File: config.mk
export PLATFORM = sky130hd
export DESIGN_NAME = banked_register_file_mode_switch_unit
export DESIGN_NICKNAME = d
export VERILOG_FILES = /design/src/sv/brf_ms_pkg.sv /design/src/sv/banked_register_file_mode_switch_unit.sv
export VERILOG_INCLUDE_DIRS = /design/src /design/src/sv
export SDC_FILE = /design/constraint.sdc
export NUM_CORES = 2
export LEC_CHECK = 0
export BUFFER_PORTS_ARGS = -buffer_cell sky130_fd_sc_hd__buf_4
export CAP_MARGIN = 20
export CORE_AREA = 3 3 325 327
export CTS_CLUSTER_SIZE = 40
export DETAILED_ROUTE_END_ITERATION = 10
export DIE_AREA = 0 0 328 330
export GPL_ROUTABILITY_DRIVEN = 0
export MAX_ROUTING_LAYER = met4
export PLACE_DENSITY = 0.7
export SYNTH_ARGS = -nofsm -noshare
export SYNTH_HDL_FRONTEND = slang
export SYNTH_SLANG_ARGS = --single-unit
File: constraint.sdc
create_clock -name clk_i -period 17.7 [get_ports clk_i]
set_clock_uncertainty 0.05 [all_clocks]
set_input_delay 0 -clock clk_i [delete_from_list [all_inputs] [get_ports clk_i]]
set_output_delay 0 -clock clk_i [all_outputs]
set_load 0.005 [all_outputs]
File: src/sv/banked_register_file_mode_switch_unit_assert.svh
// -----------------------------------------------------------------------------
// Banked register file assertion macros
// Shared property forms for the register file's internal checks.
// -----------------------------------------------------------------------------
`ifndef BANKED_REGISTER_FILE_MODE_SWITCH_UNIT_ASSERT_SVH
`define BANKED_REGISTER_FILE_MODE_SWITCH_UNIT_ASSERT_SVH

// Same-cycle implication, quiet during reset.
`define BRF_ASSERT_NOW(lbl, ante, cons, msg) \
  lbl: assert property (@(posedge clk_i) disable iff (!rst_ni) (ante) |-> (cons)) \
    else $error(msg);

// Next-cycle implication, quiet during reset.
`define BRF_ASSERT_NEXT(lbl, ante, cons, msg) \
  lbl: assert property (@(posedge clk_i) disable iff (!rst_ni) (ante) |=> (cons)) \
    else $error(msg);

`endif

File: src/sv/brf_ms_pkg.sv
// -----------------------------------------------------------------------------
// Banked register file package
// Op and bank codes, storage layout and the bank switch move schedule.
// -----------------------------------------------------------------------------
`default_nettype none

package brf_ms_pkg;

  localparam logic [1:0] OP_READ  = 2'd0;
  localparam logic [1:0] OP_WRITE = 2'd1;
  localparam logic [1:0] OP_MODE  = 2'd2;

  localparam logic [2:0] BANK_USR = 3'd0;
  localparam logic [2:0] BANK_FIQ = 3'd1;
  localparam logic [2:0] BANK_IRQ = 3'd2;
  localparam logic [2:0] BANK_SVC = 3'd3;
  localparam logic [2:0] BANK_ABT = 3'd4;
  localparam logic [2:0] BANK_UND = 3'd5;
  localparam logic [2:0] BANK_DUM = 3'd6;

  localparam logic [4:0] MODE_RESET = 5'd16;

  // Storage: words 0..15 visible registers, 16..37 banked copies.
  localparam int unsigned NUM_WORDS = 38;
  localparam int unsigned ADDR_W    = $clog2(NUM_WORDS);
  localparam logic [ADDR_W-1:0] COPY_BASE = ADDR_W'(16);
  localparam logic [ADDR_W-1:0] FIQ_COPY  = ADDR_W'(7);

  // r13 sits this many places above r8.
  localparam logic [2:0] SP_OFS = 3'd5;

  // Seven save slots (r8..r14), seven restore slots, one flush slot.
  localparam logic [3:0] SLOT_RESTORE = 4'd7;
  localparam logic [3:0] SLOT_FLUSH   = 4'd14;

  typedef struct packed {
    logic              en;
    logic              zero;
    logic [ADDR_W-1:0] src;
    logic [ADDR_W-1:0] dst;
  } brf_move_t;

  function automatic logic [2:0] bank_of(input logic [4:0] mode);
    logic [2:0] b;
    case (mode) inside
      5'd0, 5'd16, 5'd31: b = BANK_USR;
      5'd1, 5'd17:        b = BANK_FIQ;
      5'd2, 5'd18:        b = BANK_IRQ;
      5'd3, 5'd19:        b = BANK_SVC;
      5'd23:              b = BANK_ABT;
      5'd27:              b = BANK_UND;
      default:            b = BANK_DUM;
    endcase
    return b;
  endfunction

  // Copy slot of r13 for the banks that only bank r13..r14.
  function automatic logic [ADDR_W-1:0] sp_copy(input logic [2:0] bank);
    logic [ADDR_W-1:0] s;
    case (bank)
      BANK_USR: s = ADDR_W'(5);
      BANK_IRQ: s = ADDR_W'(14);
      BANK_SVC: s = ADDR_W'(16);
      BANK_ABT: s = ADDR_W'(18);
      BANK_UND: s = ADDR_W'(20);
      default:  s = '0;
    endcase
    return s;
  endfunction

  function automatic brf_move_t move_for(input logic [2:0] from_b,
                                         input logic [2:0] to_b,
                                         input logic [3:0] slot);
    brf_move_t         m;
    logic [2:0]        j;
    logic [ADDR_W-1:0] jw;
    logic [ADDR_W-1:0] rw;
    m  = '0;
    j  = '0;
    if (slot < SLOT_RESTORE) begin
      j = slot[2:0];
    end else if (slot < SLOT_FLUSH) begin
      j = 3'(slot - SLOT_RESTORE);
    end
    jw = ADDR_W'(j);
    rw = ADDR_W'({1'b1, j});
    if (slot < SLOT_RESTORE) begin
      // save outgoing bank
      m.src = rw;
      if (from_b == BANK_FIQ) begin
        m.en  = 1'b1;
        m.dst = COPY_BASE + FIQ_COPY + jw;
      end else if (from_b != BANK_DUM) begin
        if (j < SP_OFS) begin
          m.en  = (to_b == BANK_FIQ);
          m.dst = COPY_BASE + jw;
        end else begin
          m.en  = 1'b1;
          m.dst = COPY_BASE + sp_copy(from_b) + (jw - ADDR_W'(SP_OFS));
        end
      end
    end else if (slot < SLOT_FLUSH) begin
      // restore incoming bank
      m.dst = rw;
      if (to_b == BANK_FIQ) begin
        m.en  = 1'b1;
        m.src = COPY_BASE + FIQ_COPY + jw;
      end else if (to_b == BANK_DUM) begin
        m.en   = 1'b1;
        m.zero = 1'b1;
      end else if (j < SP_OFS) begin
        m.en  = (from_b == BANK_FIQ);
        m.src = COPY_BASE + jw;
      end else begin
        m.en  = 1'b1;
        m.src = COPY_BASE + sp_copy(to_b) + (jw - ADDR_W'(SP_OFS));
      end
    end
    return m;
  endfunction

endpackage

`default_nettype wire

File: src/sv/banked_register_file_mode_switch_unit.sv
// -----------------------------------------------------------------------------
// Banked register file with mode switch
// Sixteen visible words plus mode-banked copies in one synchronous memory.
// -----------------------------------------------------------------------------
// One item at a time. A write, an unused op or a mode change within the same
// bank passes through the hold state to the result register; a read first
// waits in a read-wait state for the registered memory read. A bank change
// walks a fixed 14-slot save/restore schedule through the single read and
// write port of the storage memory, one slot a cycle, and one flush slot.
// A new item is taken as soon as the previous one sits in the result register.
// Reset needs no clearing pass: 38 valid bits make unwritten words read as 0.
`default_nettype none

`include "banked_register_file_mode_switch_unit_assert.svh"

module banked_register_file_mode_switch_unit (
  input  wire logic        clk_i,
  input  wire logic        rst_ni,
  input  wire logic        in_valid_i,
  output logic             in_stall_o,
  input  wire logic [1:0]  op_i,
  input  wire logic [3:0]  reg_index_i,
  input  wire logic [31:0] write_value_i,
  input  wire logic [4:0]  new_mode_i,
  output logic             out_valid_o,
  input  wire logic        out_stall_i,
  output logic [31:0]      read_value_o,
  output logic [2:0]       active_bank_o,
  output logic [4:0]       active_mode_o
);
  import brf_ms_pkg::*;

  localparam logic [1:0] ST_IDLE   = 2'd0;
  localparam logic [1:0] ST_RDWAIT = 2'd1;
  localparam logic [1:0] ST_MOVE   = 2'd2;
  localparam logic [1:0] ST_HOLD   = 2'd3;

  logic [1:0]        state_q, state_d;
  logic [3:0]        slot_q;
  logic [4:0]        mode_q;
  logic [2:0]        from_q, to_q;
  logic              wpend_en_q;
  logic              wpend_zero_q;
  logic [ADDR_W-1:0] wpend_dst_q;
  logic [NUM_WORDS-1:0] valid_q;
  logic              rd_valid_q;
  logic [31:0]       rdata_q;
  logic [31:0]       pend_val_q;
  logic              out_valid_q;
  logic [31:0]       read_value_q;
  logic [2:0]        active_bank_q;
  logic [4:0]        active_mode_q;

  logic [31:0]       mem [NUM_WORDS];

  logic              in_xfer;
  logic              out_load;
  logic [2:0]        cur_bank, tgt_bank;
  brf_move_t         mv;
  logic              rd_en;
  logic [ADDR_W-1:0] rd_addr;
  logic [31:0]       rd_data;
  logic              we;
  logic [ADDR_W-1:0] waddr;
  logic [31:0]       wdata;

  assign in_stall_o = (state_q != ST_IDLE);
  assign in_xfer    = in_valid_i && !in_stall_o;
  assign cur_bank   = bank_of(mode_q);
  assign tgt_bank   = bank_of(new_mode_i);
  assign mv         = move_for(from_q, to_q, slot_q);
  assign out_load   = (state_q == ST_HOLD) && (!out_valid_q || !out_stall_i);

  // never-written words read as zero
  assign rd_data = rd_valid_q ? rdata_q : '0;

  always_comb begin
    if (state_q == ST_MOVE) begin
      rd_addr = mv.src;
      rd_en   = mv.en && !mv.zero;
    end else begin
      rd_addr = ADDR_W'(reg_index_i);
      rd_en   = in_xfer && (op_i == OP_READ);
    end
  end

  // Moves are pipelined: read in one slot, write back in the next.
  always_comb begin
    if (wpend_en_q) begin
      we    = 1'b1;
      waddr = wpend_dst_q;
      wdata = wpend_zero_q ? '0 : rd_data;
    end else begin
      we    = in_xfer && (op_i == OP_WRITE);
      waddr = ADDR_W'(reg_index_i);
      wdata = write_value_i;
    end
  end

  always_comb begin
    state_d = state_q;
    case (state_q)
      ST_IDLE: begin
        if (in_xfer) begin
          if (op_i == OP_READ) begin
            state_d = ST_RDWAIT;
          end else if (op_i == OP_MODE && cur_bank != tgt_bank) begin
            state_d = ST_MOVE;
          end else begin
            state_d = ST_HOLD;
          end
        end
      end
      ST_RDWAIT: state_d = ST_HOLD;
      ST_MOVE: begin
        if (slot_q == SLOT_FLUSH) begin
          state_d = ST_HOLD;
        end
      end
      ST_HOLD: begin
        if (out_load) begin
          state_d = ST_IDLE;
        end
      end
      default: state_d = ST_IDLE;
    endcase
  end

  always_ff @(posedge clk_i or negedge rst_ni) begin
    if (!rst_ni) begin
      state_q     <= ST_IDLE;
      slot_q      <= '0;
      mode_q      <= MODE_RESET;
      from_q      <= BANK_USR;
      to_q        <= BANK_USR;
      wpend_en_q  <= 1'b0;
      valid_q     <= '0;
      rd_valid_q  <= 1'b0;
      out_valid_q <= 1'b0;
    end else begin
      state_q    <= state_d;
      wpend_en_q <= (state_q == ST_MOVE) && mv.en;
      if (in_xfer && op_i == OP_MODE) begin
        mode_q <= new_mode_i;
        from_q <= cur_bank;
        to_q   <= tgt_bank;
        slot_q <= '0;
      end else if (state_q == ST_MOVE) begin
        slot_q <= slot_q + 4'd1;
      end
      if (we) begin
        valid_q[waddr] <= 1'b1;
      end
      if (rd_en) begin
        rd_valid_q <= valid_q[rd_addr];
      end
      if (out_load) begin
        out_valid_q <= 1'b1;
      end else if (!out_stall_i) begin
        out_valid_q <= 1'b0;
      end
    end
  end

  always_ff @(posedge clk_i) begin
    if (we) begin
      mem[waddr] <= wdata;
    end
    if (rd_en) begin
      rdata_q <= mem[rd_addr];
    end
  end

  always_ff @(posedge clk_i) begin
    if (state_q == ST_MOVE) begin
      wpend_dst_q  <= mv.dst;
      wpend_zero_q <= mv.zero;
    end
    if (in_xfer) begin
      pend_val_q <= '0;
    end else if (state_q == ST_RDWAIT) begin
      pend_val_q <= rd_data;
    end
    if (out_load) begin
      read_value_q  <= pend_val_q;
      active_bank_q <= cur_bank;
      active_mode_q <= mode_q;
    end
  end

  assign out_valid_o   = out_valid_q;
  assign read_value_o  = read_value_q;
  assign active_bank_o = active_bank_q;
  assign active_mode_o = active_mode_q;

  `BRF_ASSERT_NOW(a_no_write_in_rdwait, state_q == ST_RDWAIT, !we,
    "memory written while a read is in flight")
  `BRF_ASSERT_NEXT(a_same_bank_skips_moves,
    in_xfer && op_i == OP_MODE && cur_bank == tgt_bank, state_q == ST_HOLD,
    "same-bank mode change started a move sequence")
  `BRF_ASSERT_NEXT(a_move_flush_ends, state_q == ST_MOVE && slot_q == SLOT_FLUSH,
    state_q == ST_HOLD && !wpend_en_q, "move sequence did not end after flush")
  `BRF_ASSERT_NOW(a_result_from_hold, $rose(out_valid_o), $past(state_q == ST_HOLD),
    "result register loaded outside the hold state")

endmodule

`default_nettype wire

==> run metrics <==
gr usage total=28.1%; Gate power share=38.1%; met2 Usage GRT=41.9%; Hold Path Class=in2reg; cells after synthesis=3894; Design Power=0.0111 W; Core Area=103000 sq um; Routed WL=149000 um; share of the synthesized area in the top cell type=70.3%; Fmax=0.139 GHz; DR vias/cell=6.26; Detail Route Antenna Nets=0; final setup margin=10490 ps; leakage=21.6 nW; Max transition margin=23.3%; synthesized cell area=55300 sq um; outcome=finished clean; pre-CTS setup slack=10570 ps; H-tree depth=4; drt first-iter violations=4613; first-pass GRT wire length=216000 um; R2R setup slack=10490 ps; IO buf count=88; Area contributors post-synth=edfxtp_1 (70%), nand2_1 (4.9%), mux2i_1 (4.1%); DRC Markers=0; clock-pin slew on the worst setup and hold paths=60 ps; delay-heaviest family, CP=compound AO/OA/AOI/OAI gates; post-DR wirelength/cell=26.9 um; Post-CTS Setup Inserts=0; clock period minus worst slack=7210 ps; crit-path cells=ha_1 -> a21o_1 -> o221ai_2 -> nand2_1 -> ha_1 -> a21o_1 -> a211oi_1 -> and2_1 -> o31a_2 -> buf_4 -> buf_12 -> buf_4 -> mux2i_1 -> o22ai_1 -> o21ai_1 -> o21ai_1 -> a311o_1; vias in the first global route=32700; max_cap viols=0; Synth Warn #=0; CP Launch Type=register; crit path DAT=7640 ps; row count=118; root buffer cell=clkbuf_16; cell accounting for the most synthesized area=edfxtp_1; area added between synthesis and finish=13.5%; met3 usage in global routing=5.55%; placed cells=5231; Yosys reg bits=1385; Hold EP=mem[28][18]$_DFFE_PP_; clock buffer depth=3; largest net degree at the start of global routing=144; Max VDD drop=0.143 mV; Setup violations, final=0; CP Max Fanout=115; Clk pwr share=24.7%; die area=108000 sq um; Vias=34700; Ports=89; asr flop ratio synth=4.19%; Non-Filler Instances=5543; grt total ovfl=0; switching part of the total=37.7%; initial antenna violation count=1; crit end category=register; Die W=328 um; Tightest Pin Transition=1150 ps; Syn Nets=3967; PD cells=177 nW/um^2; Hold-fix buffers, CTS=62; Post-synth EDFFs=1295; die height=330 um; max-slew violation count=0; Worst Hold Path Cells=4; Worst Min Path Start=write_value_i[18]; Tcrit/Tclk final=40.8%; net switching power figure=0.00420 W; Initial Util=53.6%; Post-Syn Area per Cell=14.2 sq um; crit path kind=reg2reg; setup TNS=0 ps; clock latency at the later pin of the worst-skew pair=730 ps; Pint=0.00694 W; slowest stage cell, crit path=buf_4; Post-CTS Resized=0; DP HPWL=81100 um; Seq/Total Area, Yosys=74.1%; Cell Area, Placed=57900 sq um; Final Hold Violating Endpoints=0; layout cell share with drive strength beyond 1=12.6%; clock sinks=1385; Crit Reg-Reg Startpoint=slot_q[0]$_DFFE_PN0P_; Pre-antenna DRT Iters=6; sequential power share=37.2%; reg2reg path depth=17; TritonCTS buffer count=135; RSZ-0062 raised after global routing=no; CTS tree=done; global route hottest layer=met2; crit path buf inv count=3; final instance area=62800 sq um; M1 GR Usage=38.7%; R2R Path End=rdata_q[26]$_DFFE_PP_; Largest stage delay, worst path=800 ps; Required @ worst endpoint=18120 ps; ys flop type=edfxtp_1; Synth cell types=82; Final #Nets=4124
==> cells by family (layout without fill, tap and decap cells) <==
kind of cell	count (synthesis)	after routing	share of synthesized area [%]
flops	1385	1385	74.1
simple gates	1175	1175	9.43
compound gates	769	769	8.97
buf+inv	296	561	2.54
mux	229	229	4.15
fa+ha+maj	26	26	0.615
xor+xnor	14	14	0.222
other cells	0	4	0
==> through the flow <==
stage | hold WS, ps | utilization [%]
global route | 149 | 60.8
floorplan | -346 | -
finish | 136 | 60.8
global placement | 57.8 | 56.1
CTS | 46.0 | 60.8
detailed placement | 65.4 | 56.1
==> how the worst max path moves through the flow <==
stage	endpoint	slack (ps)	cells after the start	from
after CTS	rdata_q[26]$_DFFE_PP_	10490	17	slot_q[0]$_DFFE_PN0P_
after global placement	rdata_q[26]$_DFFE_PP_	10630	17	slot_q[0]$_DFFE_PN0P_
after detailed placement	rdata_q[26]$_DFFE_PP_	10570	17	slot_q[0]$_DFFE_PN0P_
after floorplan	rd_valid_q$_DFFE_PN0P_	11450	16	slot_q[0]$_DFFE_PN0P_
final	rdata_q[26]$_DFFE_PP_	10490	17	slot_q[0]$_DFFE_PN0P_
after global routing	rdata_q[26]$_DFFE_PP_	10000	17	slot_q[0]$_DFFE_PN0P_
==> tightest hold or removal path, cell delays in order <==
cell	delay (ps)
buf_4	110
inv_1	220
o21ai_2	110
buf_4	240
==> per-layer routing <==
metal	routed length [um]	up-vias
met3	16700	337
li1	-	15000
met1	58800	17400
met5	0	-
met2	68300	1979
met4	5210	0
==> synth_stat cells (24+ instances only) <==
master / count
a211oi_1: 65
mux2i_1: 225
o22ai_1: 81
or2_2: 39
nand3_1: 24
ha_1: 24
nor3_1: 46
dfxtp_1: 32
a221oi_1: 43
and3_1: 36
nor2b_1: 41
and2_1: 61
dfrtp_1: 57
nor2_1: 128
buf_2: 98
a31oi_1: 118
a21oi_1: 251
edfxtp_1: 1295
clkbuf_1: 99
nand2_1: 720
o21ai_0: 60
or4_1: 31
inv_1: 56
==> registers in the layout, indices dropped and copies added, names as in the netlist, 4 cells and up <==
name           cells
slot_q             4
mode_q             5
wpend_dst_q        6
valid_q           38
read_value_o      32
mem             1216
rdata_q           32
active_mode_o      5
pend_val_q        32
==> layout make-up <==
type / instances / area [sq um]
flip-flops and latches: 1385 / 41000
fillers: 7506 / 40400
multi-input cells: 2213 / 13400
clock buffers: 197 / 3880
repair buffers: 260 / 2190
well taps: 1380 / 1730
clock inverters: 48 / 348
inverters: 56 / 210
diodes: 4 / 10.0
==> power groups by stage <==
stage | Clock, W | Combinational [W] | Sequential (W)
floorplan | 0 | 0.00293 | 0.00413
global placement | 0 | 0.00408 | 0.00420
global route | 0.00290 | 0.00456 | 0.00415
detailed placement | 0 | 0.00416 | 0.00420
finish | 0.00275 | 0.00425 | 0.00414
CTS | 0.00277 | 0.00420 | 0.00413
==> cell usage in the layout, fill, tap and decap left out, types with 10 or more instances in the layout <==
cell,synthesis,layout
edfxtp_1,1295,1295
nand2_1,720,719
a21oi_1,251,251
mux2i_1,225,225
buf_4,23,193
clkbuf_16,0,145
a31oi_1,118,118
nor2_1,128,86
o22ai_1,81,79
a211oi_1,65,65
and2_1,61,61
dlygate4sd3_1,0,61
inv_1,56,56
dfrtp_1,57,56
nor3_1,46,46
clkbuf_1,99,46
a221oi_1,43,43
nor2b_1,41,41
nor2_4,0,40
or2_2,39,40
and3_1,36,34
dfxtp_1,32,32
o21ai_2,1,31
or4_1,31,31
o21ai_0,60,30
ha_1,24,24
a22oi_1,23,23
nand3_1,24,23
a311oi_1,23,23
clkinv_1,0,22
o41ai_1,21,21
nand4_1,17,17
clkinv_2,0,17
a21o_1,16,15
a221o_1,12,12
xnor2_1,12,12
o211ai_1,12,12
nand2b_1,10,10
No activity file was read; power rests on OpenSTA's default activity.
